$ cat src/rtl/abd_pkg.sv
package abd_pkg;

    localparam int unsigned DataW    = 8;
    localparam int unsigned RamDepth = 4096;
    localparam int unsigned RamAddrW = $clog2(RamDepth);

    localparam logic [2:0] ModeMemRead  = 3'd0;
    localparam logic [2:0] ModeMemWrite = 3'd1;
    localparam logic [2:0] ModeIoWrite  = 3'd2;
    localparam logic [2:0] ModeSlice    = 3'd3;
    localparam logic [2:0] ModeFrameEnd = 3'd4;

    localparam logic [15:0] AddrRomEnd    = 16'h4000;
    localparam logic [15:0] AddrVideo     = 16'h8000;
    localparam logic [15:0] AddrWork      = 16'h9800;
    localparam logic [15:0] AddrPortOne   = 16'ha000;
    localparam logic [15:0] AddrPortTwo   = 16'ha080;
    localparam logic [15:0] AddrDip       = 16'ha100;
    localparam logic [15:0] AddrHScroll   = 16'ha130;
    localparam logic [15:0] AddrVScroll   = 16'ha140;
    localparam logic [15:0] AddrLatch     = 16'ha180;
    localparam logic [15:0] ReadRegionMsk = 16'hff80;
    localparam logic [11:0] VideoMask     = 12'hfff;
    localparam logic [10:0] WorkMask      = 11'h7ff;

    // radar attributes share the work ram, above the work area
    localparam logic [RamAddrW-1:0] RadarBase = RamAddrW'(12'h800);

    localparam logic [7:0] DipReset    = 8'hcb;
    localparam logic [7:0] VectorReset = 8'hff;
    localparam logic [7:0] PortTwoIdle = 8'hff;
    localparam logic [7:0] PortTwoS2   = 8'hbf;

    localparam logic [2:0] LatchExplosion = 3'd0;
    localparam logic [2:0] LatchIrqEnable = 3'd1;
    localparam logic [2:0] LatchSoundEn   = 3'd2;
    localparam logic [2:0] LatchFlip      = 3'd3;

    typedef enum logic [1:0] {
        SIDE_NONE      = 2'd0,
        SIDE_SOUND     = 2'd1,
        SIDE_EXPLOSION = 2'd2
    } t_side_kind;

    typedef enum logic [1:0] {
        RD_ZERO,
        RD_VIDEO,
        RD_WORK,
        RD_DIRECT
    } t_rd_src;

    typedef enum logic {
        ST_CLEAR,
        ST_RUN
    } t_state;

    typedef struct packed {
        logic                rom_sel;
        t_rd_src             rd_src;
        logic [7:0]          rd_direct;
        logic                video_we;
        logic                work_we;
        logic [RamAddrW-1:0] video_addr;
        logic [RamAddrW-1:0] work_addr;
        t_side_kind          side_kind;
        logic [4:0]          side_index;
        logic [7:0]          side_value;
        logic                hscroll_we;
        logic                vscroll_we;
        logic                irq_en_we;
        logic                snd_en_we;
        logic                flip_we;
        logic                vector_we;
        logic                slice;
        logic                frame_end;
    } t_dec;

endpackage

$ cat src/rtl/abd_decode.sv
module abd_decode (
    input  logic [2:0]   i_mode,
    input  logic [15:0]  i_address,
    input  logic [7:0]   i_write_data,
    input  logic [6:0]   i_player_buttons,
    input  logic         i_start_two,
    input  logic [7:0]   i_dip,
    output abd_pkg::t_dec o_dec
);

    logic in_video;
    logic in_work;
    logic in_radar;
    logic in_sound;
    logic in_latch;

    assign in_video = (i_address[15:12] == abd_pkg::AddrVideo[15:12]);
    assign in_work  = (i_address[15:11] == abd_pkg::AddrWork[15:11]);
    assign in_radar = (i_address[15:4] == abd_pkg::AddrPortOne[15:4]);
    assign in_sound = (i_address[15:5] == abd_pkg::AddrDip[15:5]);
    assign in_latch = (i_address[15:3] == abd_pkg::AddrLatch[15:3]);

    always_comb begin
        o_dec            = '0;
        o_dec.rd_src     = abd_pkg::RD_ZERO;
        o_dec.side_kind  = abd_pkg::SIDE_NONE;
        o_dec.video_addr = i_address[11:0] & abd_pkg::VideoMask;
        o_dec.work_addr  = {1'b0, i_address[10:0] & abd_pkg::WorkMask};
        if (i_mode == abd_pkg::ModeMemRead) begin
            priority if (i_address < abd_pkg::AddrRomEnd) begin
                o_dec.rom_sel = 1'b1;
            end else if (in_video) begin
                o_dec.rd_src = abd_pkg::RD_VIDEO;
            end else if (in_work) begin
                o_dec.rd_src = abd_pkg::RD_WORK;
            end else if ((i_address & abd_pkg::ReadRegionMsk) == abd_pkg::AddrPortOne) begin
                o_dec.rd_src    = abd_pkg::RD_DIRECT;
                o_dec.rd_direct = ~{i_player_buttons, 1'b0};
            end else if ((i_address & abd_pkg::ReadRegionMsk) == abd_pkg::AddrPortTwo) begin
                o_dec.rd_src    = abd_pkg::RD_DIRECT;
                o_dec.rd_direct = i_start_two ? abd_pkg::PortTwoS2 : abd_pkg::PortTwoIdle;
            end else if ((i_address & abd_pkg::ReadRegionMsk) == abd_pkg::AddrDip) begin
                o_dec.rd_src    = abd_pkg::RD_DIRECT;
                o_dec.rd_direct = i_dip;
            end else begin
                o_dec.rd_src = abd_pkg::RD_ZERO;
            end
        end else if (i_mode == abd_pkg::ModeMemWrite) begin
            priority if (in_video) begin
                o_dec.video_we = 1'b1;
            end else if (in_work) begin
                o_dec.work_we = 1'b1;
            end else if (in_radar) begin
                o_dec.work_we   = 1'b1;
                o_dec.work_addr = abd_pkg::RadarBase | {8'd0, i_address[3:0]};
            end else if (in_sound) begin
                o_dec.side_kind  = abd_pkg::SIDE_SOUND;
                o_dec.side_index = i_address[4:0];
                o_dec.side_value = i_write_data;
            end else if (i_address == abd_pkg::AddrHScroll) begin
                o_dec.hscroll_we = 1'b1;
            end else if (i_address == abd_pkg::AddrVScroll) begin
                o_dec.vscroll_we = 1'b1;
            end else if (in_latch) begin
                unique case (i_address[2:0])
                    abd_pkg::LatchExplosion: begin
                        o_dec.side_kind  = abd_pkg::SIDE_EXPLOSION;
                        o_dec.side_value = {7'd0, i_write_data[0]};
                    end
                    abd_pkg::LatchIrqEnable: o_dec.irq_en_we = 1'b1;
                    abd_pkg::LatchSoundEn:   o_dec.snd_en_we = 1'b1;
                    abd_pkg::LatchFlip:      o_dec.flip_we   = 1'b1;
                    default: ;
                endcase
            end else begin
                o_dec.video_we = 1'b0;
            end
        end else if (i_mode == abd_pkg::ModeIoWrite) begin
            o_dec.vector_we = (i_address[7:0] == 8'd0);
        end else if (i_mode == abd_pkg::ModeSlice) begin
            o_dec.slice = 1'b1;
        end else if (i_mode == abd_pkg::ModeFrameEnd) begin
            o_dec.frame_end = 1'b1;
        end
    end

endmodule
$ cat config.mk
export PLATFORM = sky130hd
export DESIGN_NAME = abd_decode
export DESIGN_NICKNAME = d
export VERILOG_FILES = /design/src/rtl/abd_pkg.sv /design/src/rtl/abd_decode.sv
export SDC_FILE = /design/constraint.sdc
export NUM_CORES = 1
export LEC_CHECK = 0
export BUFFER_PORTS_ARGS = -buffer_cell sky130_fd_sc_hd__buf_2
export CORE_ASPECT_RATIO = 1.5
export CORE_MARGIN = 2
export CORE_UTILIZATION = 33
export DETAILED_ROUTE_END_ITERATION = 6
export GPL_ROUTABILITY_DRIVEN = 1
export PLACE_DENSITY_LB_ADDON = 0.08
export SYNTH_ARGS = -nofsm -noshare
export SYNTH_HDL_FRONTEND = slang
export SYNTH_SLANG_ARGS = --single-unit
$ cat constraint.sdc
create_clock -name vclk -period 1.85
set_clock_uncertainty 0.05 [all_clocks]
set_input_delay 0.185 -clock vclk [all_inputs]
set_output_delay 0.185 -clock vclk [all_outputs]
set_load 0.02 [all_outputs]
; ---- Yosys cells after proc, flatten, opt, wreduce, memory -nomap -nowiden
; Index checks and enable logic that the tools add are counted.
[word_totals]
output_inout_bits = 60
reg_bits = 0
wordCells = 72
[op_classes]
magnitude_cmp = 1
n_reduce_logical = 3
eq_ne = 17
bitwise = 1
mux = 50
[ops]
columns = op, count
row1 = two-way mux 32 bit, 3
row2 = two-way mux 35 bit, 1
row3 = equality test 16 bit (second input constant), 2
row4 = two-way mux 8 bit, 4
row5 = two-way mux 10 bit, 3
row6 = equality test 9 bit (second input constant), 3
row7 = two-way mux 2 bit, 11
row8 = two-way mux 20 bit, 1
row9 = two-way mux 1 bit, 18
row10 = < comparator 16 x 15 -> 1 bit (second input constant), 1
row11 = equality test 13 bit (second input constant), 1
row12 = equality test 12 bit (second input constant), 1
row13 = equality test 3 x 2 -> 1 bit (second input constant), 4
row14 = two-way mux 12 bit, 1
row15 = equality test 11 bit (second input constant), 1
row16 = two-way mux 11 bit, 1
row17 = two-way mux 5 bit, 2
row18 = two-way mux 3 bit, 3
row19 = logical NOT 8 bit, 1
row20 = inverter 8 bit, 1
row21 = two-way mux 7 bit, 1
row22 = equality test 3 x 1 -> 1 bit (second input constant), 2
row23 = logical NOT 3 bit, 2
row24 = equality test 5 bit (second input constant), 1
row25 = 3 further kinds, 3

; ---- Longest topological paths before layout
; Gate-level depths: netlist (run 1).
[depth]
ltp_word = 11
depth_mapped = 4
depth_no_buf = 3

; ---- Worst setup path after synthesis (run 1)
; Ideal clock, no wire load.
[synth_path]
path_kind = input port to output port
startpoint = in i_address[11]
endpoint = out o_dec[3] in the netlist's numbering
t_required_ps = 1615
arrival_ps = 1772
n_path_buf = 1
slack_ps = -157
path_stages = 4
path_cell_list = or4b_4 > or3_1 > buf_6 > nor3_1
[synth_rtl]
columns = element, line
row1 = "start, declared", abd_decode.sv:3  ; input logic [15:0] i_address,
row2 = "end, declared", abd_decode.sv:8  ; output abd_pkg::t_dec o_dec

==> results of run 1 <==
[cell families after synthesis]
group	Yosys count	synth area share [%]
AOI/OAI and AO/OA	20	18.81
and+or+nand+nor	62	56.76
buffers and inverters	31	24.42
[metrics by stage]
stage	power [mW]	setup WS, ns	setup TNS [ns]	hold WS (ns)
3_5_place_dp	0.2236	-0.2244	-2.422	0.5920
2_1_floorplan	0.1140	-0.1275	-0.5688	0.3570
6_report	0.2356	-0.1115	-0.6551	0.5970
5_1_grt	0.2542	-0.1467	-1.480	0.6091
3_3_place_gp	0.2196	-0.1997	-2.320	0.5912
4_1_cts	0.2256	-0.1708	-1.867	0.5921
[where the power goes]
part	switching [mW]	total [mW]	internal, mW
combinational	0.125	0.236	0.110
sequential	0	0	0
clock	0	0	0
total	0.125	0.236	0.110
[per-layer routing]
metal  GRT usage (%)  vias up  routed length (µm)
met5               0        -                   0
met4           1.515        0                  31
met3           1.156        4                 198
met2           44.22       60                1792
met1           21.91      578                1071
li1                -      616                   -
[final cells by class]
cell class                 count  area [µm²]
tap                           23       28.78
timing repair buffer         133       813.3
multi-input combinational     82       639.4
fill                         205       710.7
inverter                       4       15.01
[how the worst max path moves through the flow]
| stage | startpoint | endpoint | slack (ns) | depth (start not counted) |
|---|---|---|---|---|
| 3_5_place_dp | i_address[12] | o_dec[4] | -0.22 | 6 |
| 2_1_floorplan | i_address[12] | o_dec[3] | -0.13 | 4 |
| 3_3_place_gp | i_address[12] | o_dec[4] | -0.20 | 6 |
| 4_1_cts | i_address[10] | o_dec[4] | -0.17 | 6 |
| 5_1_grt | i_address[10] | o_dec[4] | -0.15 | 5 |
| 6_report | i_address[10] | o_dec[4] | -0.11 | 5 |
[placed cells by master (no fill, tap or decap), drive strengths merged]
cell	count
buf	133
and2	12
a31oi	8
nor4	8
nand2	7
a311oi	6
nor3	6
or3	6
nor2	5
nand2b	5
inv	4
nor3b	3
a21oi	3
nor4b	2
nand4	2
or3b	2
or4b	1
or4bb	1
o31a	1
and4bb	1
o21bai	1
nand3	1
o221ai	1
[what timing repair did]
item	in CTS	in global routing
endpoints found under the hold margin	0	0
setup endpoints to repair	20	26
pin swaps	4	3
resized for setup	20	16
cloned	0	1
setup buffers	0	2
==> results_dict.tcl, run 1 <==
set metrics [dict create \
    seq_cells 0 \
    fin_area_um2 1496 \
    post-route-min-period_ns 1.962 \
    die_h_um 62.71 \
    yosys.area.top_type "buf_4" \
    cp_max_fo 8 \
    synth_common_cells "16 x buf_4, 12 x and2_1, 9 x clkbuf_1, 8 x a31oi_1, 7 x nand2_1" \
    first_global_vias 1113 \
    yosysMostFrequentCell "buf_4" \
    worst-endpoint-required_ns 1.62 \
    period_share_pct 106.0 \
    first_pass_iters 4 \
    critPathKind "primary input to primary output" \
    critPathCaptureType "primary output" \
    grt_pass1_wl_um 4761 \
    drv_cap 0 \
    whs_endpoint "o_dec[25]" \
    synthToLayoutAreaGrowth_pct 97.36 \
    gp_congestion 0.7820 \
    grt-ovfl-total 0 \
    synth_cell_types 29 \
    violations "setup timing" \
    postCtsHoldBufs 0 \
    yosys-top-cells-area "buf_4 16%, and2_1 9.9%, a311oi_1 6.9%" \
    regArea_um2 0 \
    diodes 0 \
    grt_max_degree 13 \
    max-slew-margin-rel_pct 79.63 \
    antenna_found_initial 0 \
    crit_arrival_ns 1.73 \
    core_um2 2207 \
    rsz0062_at_grt "true" \
    setup_viol 18 \
    vias 1258 \
    syn_inst 113 \
    postLayoutCoreUtil_pct 67.80 \
    worst-path-buf-inv 2 \
    wl_per_cell_um 12.79 \
    max_freq_mhz 509.8 \
    portBuffers 103 \
    crit_slowest_cell "or4b_4" \
    cp_cell_sequence "buf_6, or4b_4, or3_4, nor4b_4, buf_4" \
    nNetsFinal 264 \
    p_leak_nw 0.8090 \
    drive_gt1_share_pct 68.49 \
    viasPerCell 5.198 \
    ant_nets 0 \
    dp_hpwl_um 2543 \
    synth_seq_area_share_pct 0 \
    drc 0 \
    worst_slew_pin_slew_ns 0.3032 \
    initial_core_util_pct 34.35 \
    crit_path_start_kind "primary input" \
    peakVddDrop_v 0.0001180 \
    ys.warnings.count 0 \
    min_path_type "primary input to primary output" \
    fp.dieW_um 43.14 \
    nClkBuffers 0 \
    synthesis.nets 156 \
    place_area_um2 1364 \
    drv_slew 0 \
    synth_area_per_cell_um2 6.710 \
    finalWirelength_um 3094 \
    drt_iter0_markers 26 \
    synth_top_area_share_pct 15.84 \
    stdcell_count 242 \
    fin_ws_ns -0.1115 \
    synth_area_um2 758.2 \
    cpPeakStageDelay_ns 0.53 \
    hold_path_startpoint "i_address[2]" \
    dp_cells 240 \
    io_pins 103 \
    grt_usage_pct 21.01 \
    critPathTopFamily "simple AND/OR/NAND/NOR gates" \
    status "complete, but fails checks" \
    hold_depth 2 \
    powerDensity_nw_per_um2 157.4 \
    die-area_um2 2705 \
    rows 21 \
    hold_violations 0 \
]
Power figures use the tool's default switching activity.
==> run 2, diff against run 1 <==
CAP_MARGIN = 20   (was unset)
CORE_MARGIN = unset   (was 2)
SLEW_MARGIN = 20   (was unset)
==> results_dict.tcl, run 2 (synthesis gave the netlist of run 1 again) <==
set metrics [dict create \
    stdcell_count 243 \
    drive_gt1_share_pct 70.59 \
    dp_cells 238 \
    max_freq_mhz 498.5 \
    antenna_found_initial 0 \
    first_global_vias 1069 \
    grt_max_degree 13 \
    wl_per_cell_um 13.61 \
    crit_path_start_kind "primary input" \
    regArea_um2 0 \
    fin_ws_ns -0.1558 \
    p_total_mw 0.2371 \
    first_pass_iters 4 \
    vias 1265 \
    violations "setup timing" \
    num-fill-cells 183 \
    finalWirelength_um 3307 \
    rsz0062_at_grt "true" \
    nClkBuffers 0 \
    hold_depth 2 \
    worst-endpoint-required_ns 1.62 \
    whs_endpoint "o_dec[25]" \
    hold_path_startpoint "i_address[2]" \
    min_path_type "primary input to primary output" \
    multiInputGateArea_um2 653.1 \
    viasPerCell 5.206 \
    die_h_um 60.71 \
    nNetsFinal 266 \
    postCtsHoldBufs 0 \
    final_common_cell "buf_2" \
    max-slew-margin-rel_pct 76.07 \
    fp.dieW_um 41.14 \
    portBuffers 103 \
    p_int_mw 0.1080 \
    setup_viol 19 \
    seqPwrFrac_pct 0 \
    ant_nets 0 \
    drv_cap 0 \
    peakVddDrop_v 0.00009726 \
    period_share_pct 108.4 \
    synthToLayoutAreaGrowth_pct 101.5 \
    grt_pass1_wl_um 4257 \
    io_pins 103 \
    initial_core_util_pct 36.07 \
    comb_power_share_pct 100.0 \
    powerDensity_nw_per_um2 155.2 \
    grt_usage_pct 22.58 \
    critPathCaptureType "primary output" \
    postLayoutCoreUtil_pct 72.68 \
    p_leak_nw 0.8177 \
    gp_congestion 0.7872 \
    p_sw_share_pct 54.46 \
    core_um2 2102 \
    crit_arrival_ns 1.77 \
    grt-ovfl-total 0 \
    mostFrequentLayoutCells "83 x buf_2, 45 x buf_4, 8 x a31oi_1, 8 x and2_1" \
    hold_violations 0 \
    dp_hpwl_um 2473 \
    post-route-min-period_ns 2.006 \
    drc 0 \
    cp_max_fo 8 \
    seq_cells 0 \
    rows 20 \
    tns_ns -1.228 \
    critPathKind "primary input to primary output" \
    clkPwrFrac_pct 0 \
    drv_slew 0 \
    worst_slew_pin_slew_ns 0.3563 \
    power.switching_mw 0.1291 \
    drt_iter0_markers 19 \
    diodes 0 \
    status "complete, but fails checks" \
    die-area_um2 2497 \
]
-- run 2: routing by layer --
| metal | track usage [%] | routed length, µm | part of all wire, % |
|---|---|---|---|
| met5 | 0 | 0 | 0 |
| met4 | 2.304 | 0 | 0 |
| met3 | 1.832 | 183 | 5.5 |
| met2 | 45.31 | 1932 | 58 |
| met1 | 24.33 | 1191 | 36 |
-- run 2: power by group through the flow --
stage               registers (mW)  clock network (mW)  logic [mW]
global route                     0                   0       0.256
detailed placement               0                   0       0.223
CTS                              0                   0       0.225
floorplan                        0                   0       0.114
global placement                 0                   0       0.218
finish                           0                   0       0.237
-- run 2: worst max-delay path, stage by stage --
cell and delay [ns]:
buf_6 0.09, or4b_4 0.54, or3_1 0.37, buf_6 0.16, nor4b_4 0.25, buf_4 0.18
-- run 2: area by class of cell --
class | instances | share of cell area, %
inverter | 4 | 0.9828
timing repair buffer | 135 | 54.46
multi-input combinational | 82 | 42.75
tap | 22 | 1.802
-- run 2: what timing repair did --
action | 4_1_cts | 5_1_grt
setup buffers | 0 | 4
endpoints found under the setup margin | 20 | 26
gates cloned | 0 | 1
pin swaps | 6 | 5
resized for setup | 5 | 35
-- run 2: metrics by stage --
stage,area [µm²],hold WS (ns),setup slack (ns)
final,1528,0.6019,-0.1558
after global routing,1528,0.6197,-0.2124
after CTS,1373,0.6000,-0.1553
after detailed placement,1355,0.5998,-0.2155
after global placement,1355,0.5968,-0.2067
after floorplan,773.2,0.3570,-0.1275
-- run 2: how the worst max path moves through the flow --
| stage | start | endpoint | depth (start not counted) | slack, ns |
|---|---|---|---|---|
| floorplan | i_address[12] | o_dec[3] | 4 | -0.13 |
| global placement | i_address[12] | o_dec[4] | 6 | -0.21 |
| detailed placement | i_address[12] | o_dec[4] | 6 | -0.22 |
| CTS | i_address[10] | o_dec[4] | 6 | -0.16 |
| global route | i_address[14] | o_dec[4] | 6 | -0.21 |
| finish | i_address[10] | o_dec[4] | 6 | -0.16 |
==> run 3, diff against run 2 <==
RECOVER_POWER = 25   (was unset)
==> results_dict.tcl, run 3 (synthesis gave the netlist of run 1 again) <==
set metrics [dict create \
    status "complete, but fails checks" \
    violations "setup timing" \
    powerDensity_nw_per_um2 155.0 \
    setup_viol 19 \
    fp.dieW_um 41.14 \
    min_path_type "primary input to primary output" \
    hold_violations 0 \
    worst-endpoint-required_ns 1.62 \
    critPathCaptureType "primary output" \
    crit_path_start_kind "primary input" \
    post-route-min-period_ns 2.006 \
    nClkBuffers 0 \
    cp_cell_sequence "buf_6, or4b_4, or3_1, buf_6, nor4b_4, buf_4" \
    initial_core_util_pct 36.07 \
    mostFrequentLayoutCells "80 x buf_2, 45 x buf_4, 8 x a31oi_1, 8 x and2_1" \
    final_common_cell "buf_2" \
    portBuffers 103 \
    drive_gt1_share_pct 69.23 \
    fin_ws_ns -0.1558 \
    stdcell_count 243 \
    grtUsageMet3_pct 1.832 \
    die-area_um2 2497 \
    io_pins 103 \
    place_area_um2 1355 \
    grt-ovfl-total 0 \
    drt_iter0_markers 21 \
    grt_pass1_wl_um 4257 \
    peakVddDrop_v 0.00009713 \
    critPathKind "primary input to primary output" \
    drv_slew 0 \
    max_freq_mhz 498.5 \
    fin_area_um2 1524 \
    diodes 0 \
    seq_cells 0 \
    gp_congestion 0.7872 \
    p_leak_nw 0.8095 \
    rsz0062_at_grt "true" \
    dp_hpwl_um 2473 \
    cp_common_cell "buf_6" \
    worst-path-buf-inv 3 \
    grt_max_degree 13 \
    ant_nets 0 \
    period_share_pct 108.4 \
    viasPerCell 5.230 \
    worst_slew_pin_slew_ns 0.3563 \
    drc 0 \
    cpPeakStageDelay_ns 0.54 \
    wl_per_cell_um 13.62 \
    grt_usage_pct 22.58 \
    nNetsFinal 266 \
    core_um2 2102 \
    antenna_found_initial 0 \
    grt.busiest_layer "met2" \
    first_pass_iters 4 \
    cp_max_fo 8 \
    drv_cap 0 \
    regArea_um2 0 \
    multiInputGateArea_um2 653.1 \
    crit_arrival_ns 1.77 \
    first_global_vias 1069 \
    vias 1271 \
    dp_cells 238 \
    num-fill-cells 186 \
    max-slew-margin-rel_pct 76.07 \
    rows 20 \
    gr-usage-met2_pct 45.31 \
    globalRouteMet1Util_pct 24.33 \
    synthToLayoutAreaGrowth_pct 101.0 \
    critPathTopFamily "simple AND/OR/NAND/NOR gates" \
    die_h_um 60.71 \
    finalWirelength_um 3309 \
    crit_slowest_cell "or4b_4" \
]
-- run 3: timing repair --
item / in CTS / in global routing
cloned: 0 / 1
hold buffers: 0 / 0
buffers inserted: 0 / 4
resized for setup: 5 / 35
pin swaps: 6 / 5
setup endpoints to repair: 20 / 26
-- run 3: path summary, 6_finish.rpt --
kind,start,cells after the start,to
max,i_address[10],6,o_dec[4]
min,i_address[3],2,o_dec[38]
-- run 3: final cells by class --
type                            instances  area share (%)
Inverter                                4          0.9852
Tap cell                               22           1.806
Timing Repair Buffer                  135           54.35
Multi-Input combinational cell         82           42.86
-- run 3: power breakdown --
part | internal, mW | total (mW) | switching [mW] | leakage [nW]
logic | 0.107 | 0.236 | 0.129 | 0.809
clock network | 0 | 0 | 0 | 0
registers | 0 | 0 | 0 | 0
total | 0.107 | 0.236 | 0.129 | 0.809
-- run 3: per-stage QoR --
stage          total power, mW  hold slack [ns]  utilization (%)  setup WS (ns)  TNS [ns]
2_1_floorplan           0.1140           0.3570                -        -0.1275   -0.5688
3_3_place_gp            0.2180           0.5968            64.46        -0.2067    -2.479
3_5_place_dp            0.2228           0.5998            64.46        -0.2155    -2.860
4_1_cts                 0.2251           0.6000            65.30        -0.1553    -2.238
5_1_grt                 0.2552           0.6202            72.50        -0.2124    -2.237
6_report                0.2363           0.6121            72.50        -0.1558    -1.223
-- run 3: layer usage --
| layer | vias up | part of all wire (%) |
|---|---|---|
| met5 | - | 0 |
| met4 | 0 | 0 |
| met3 | 0 | 5.7 |
| met2 | 68 | 58 |
| met1 | 584 | 36 |
| li1 | 619 | - |
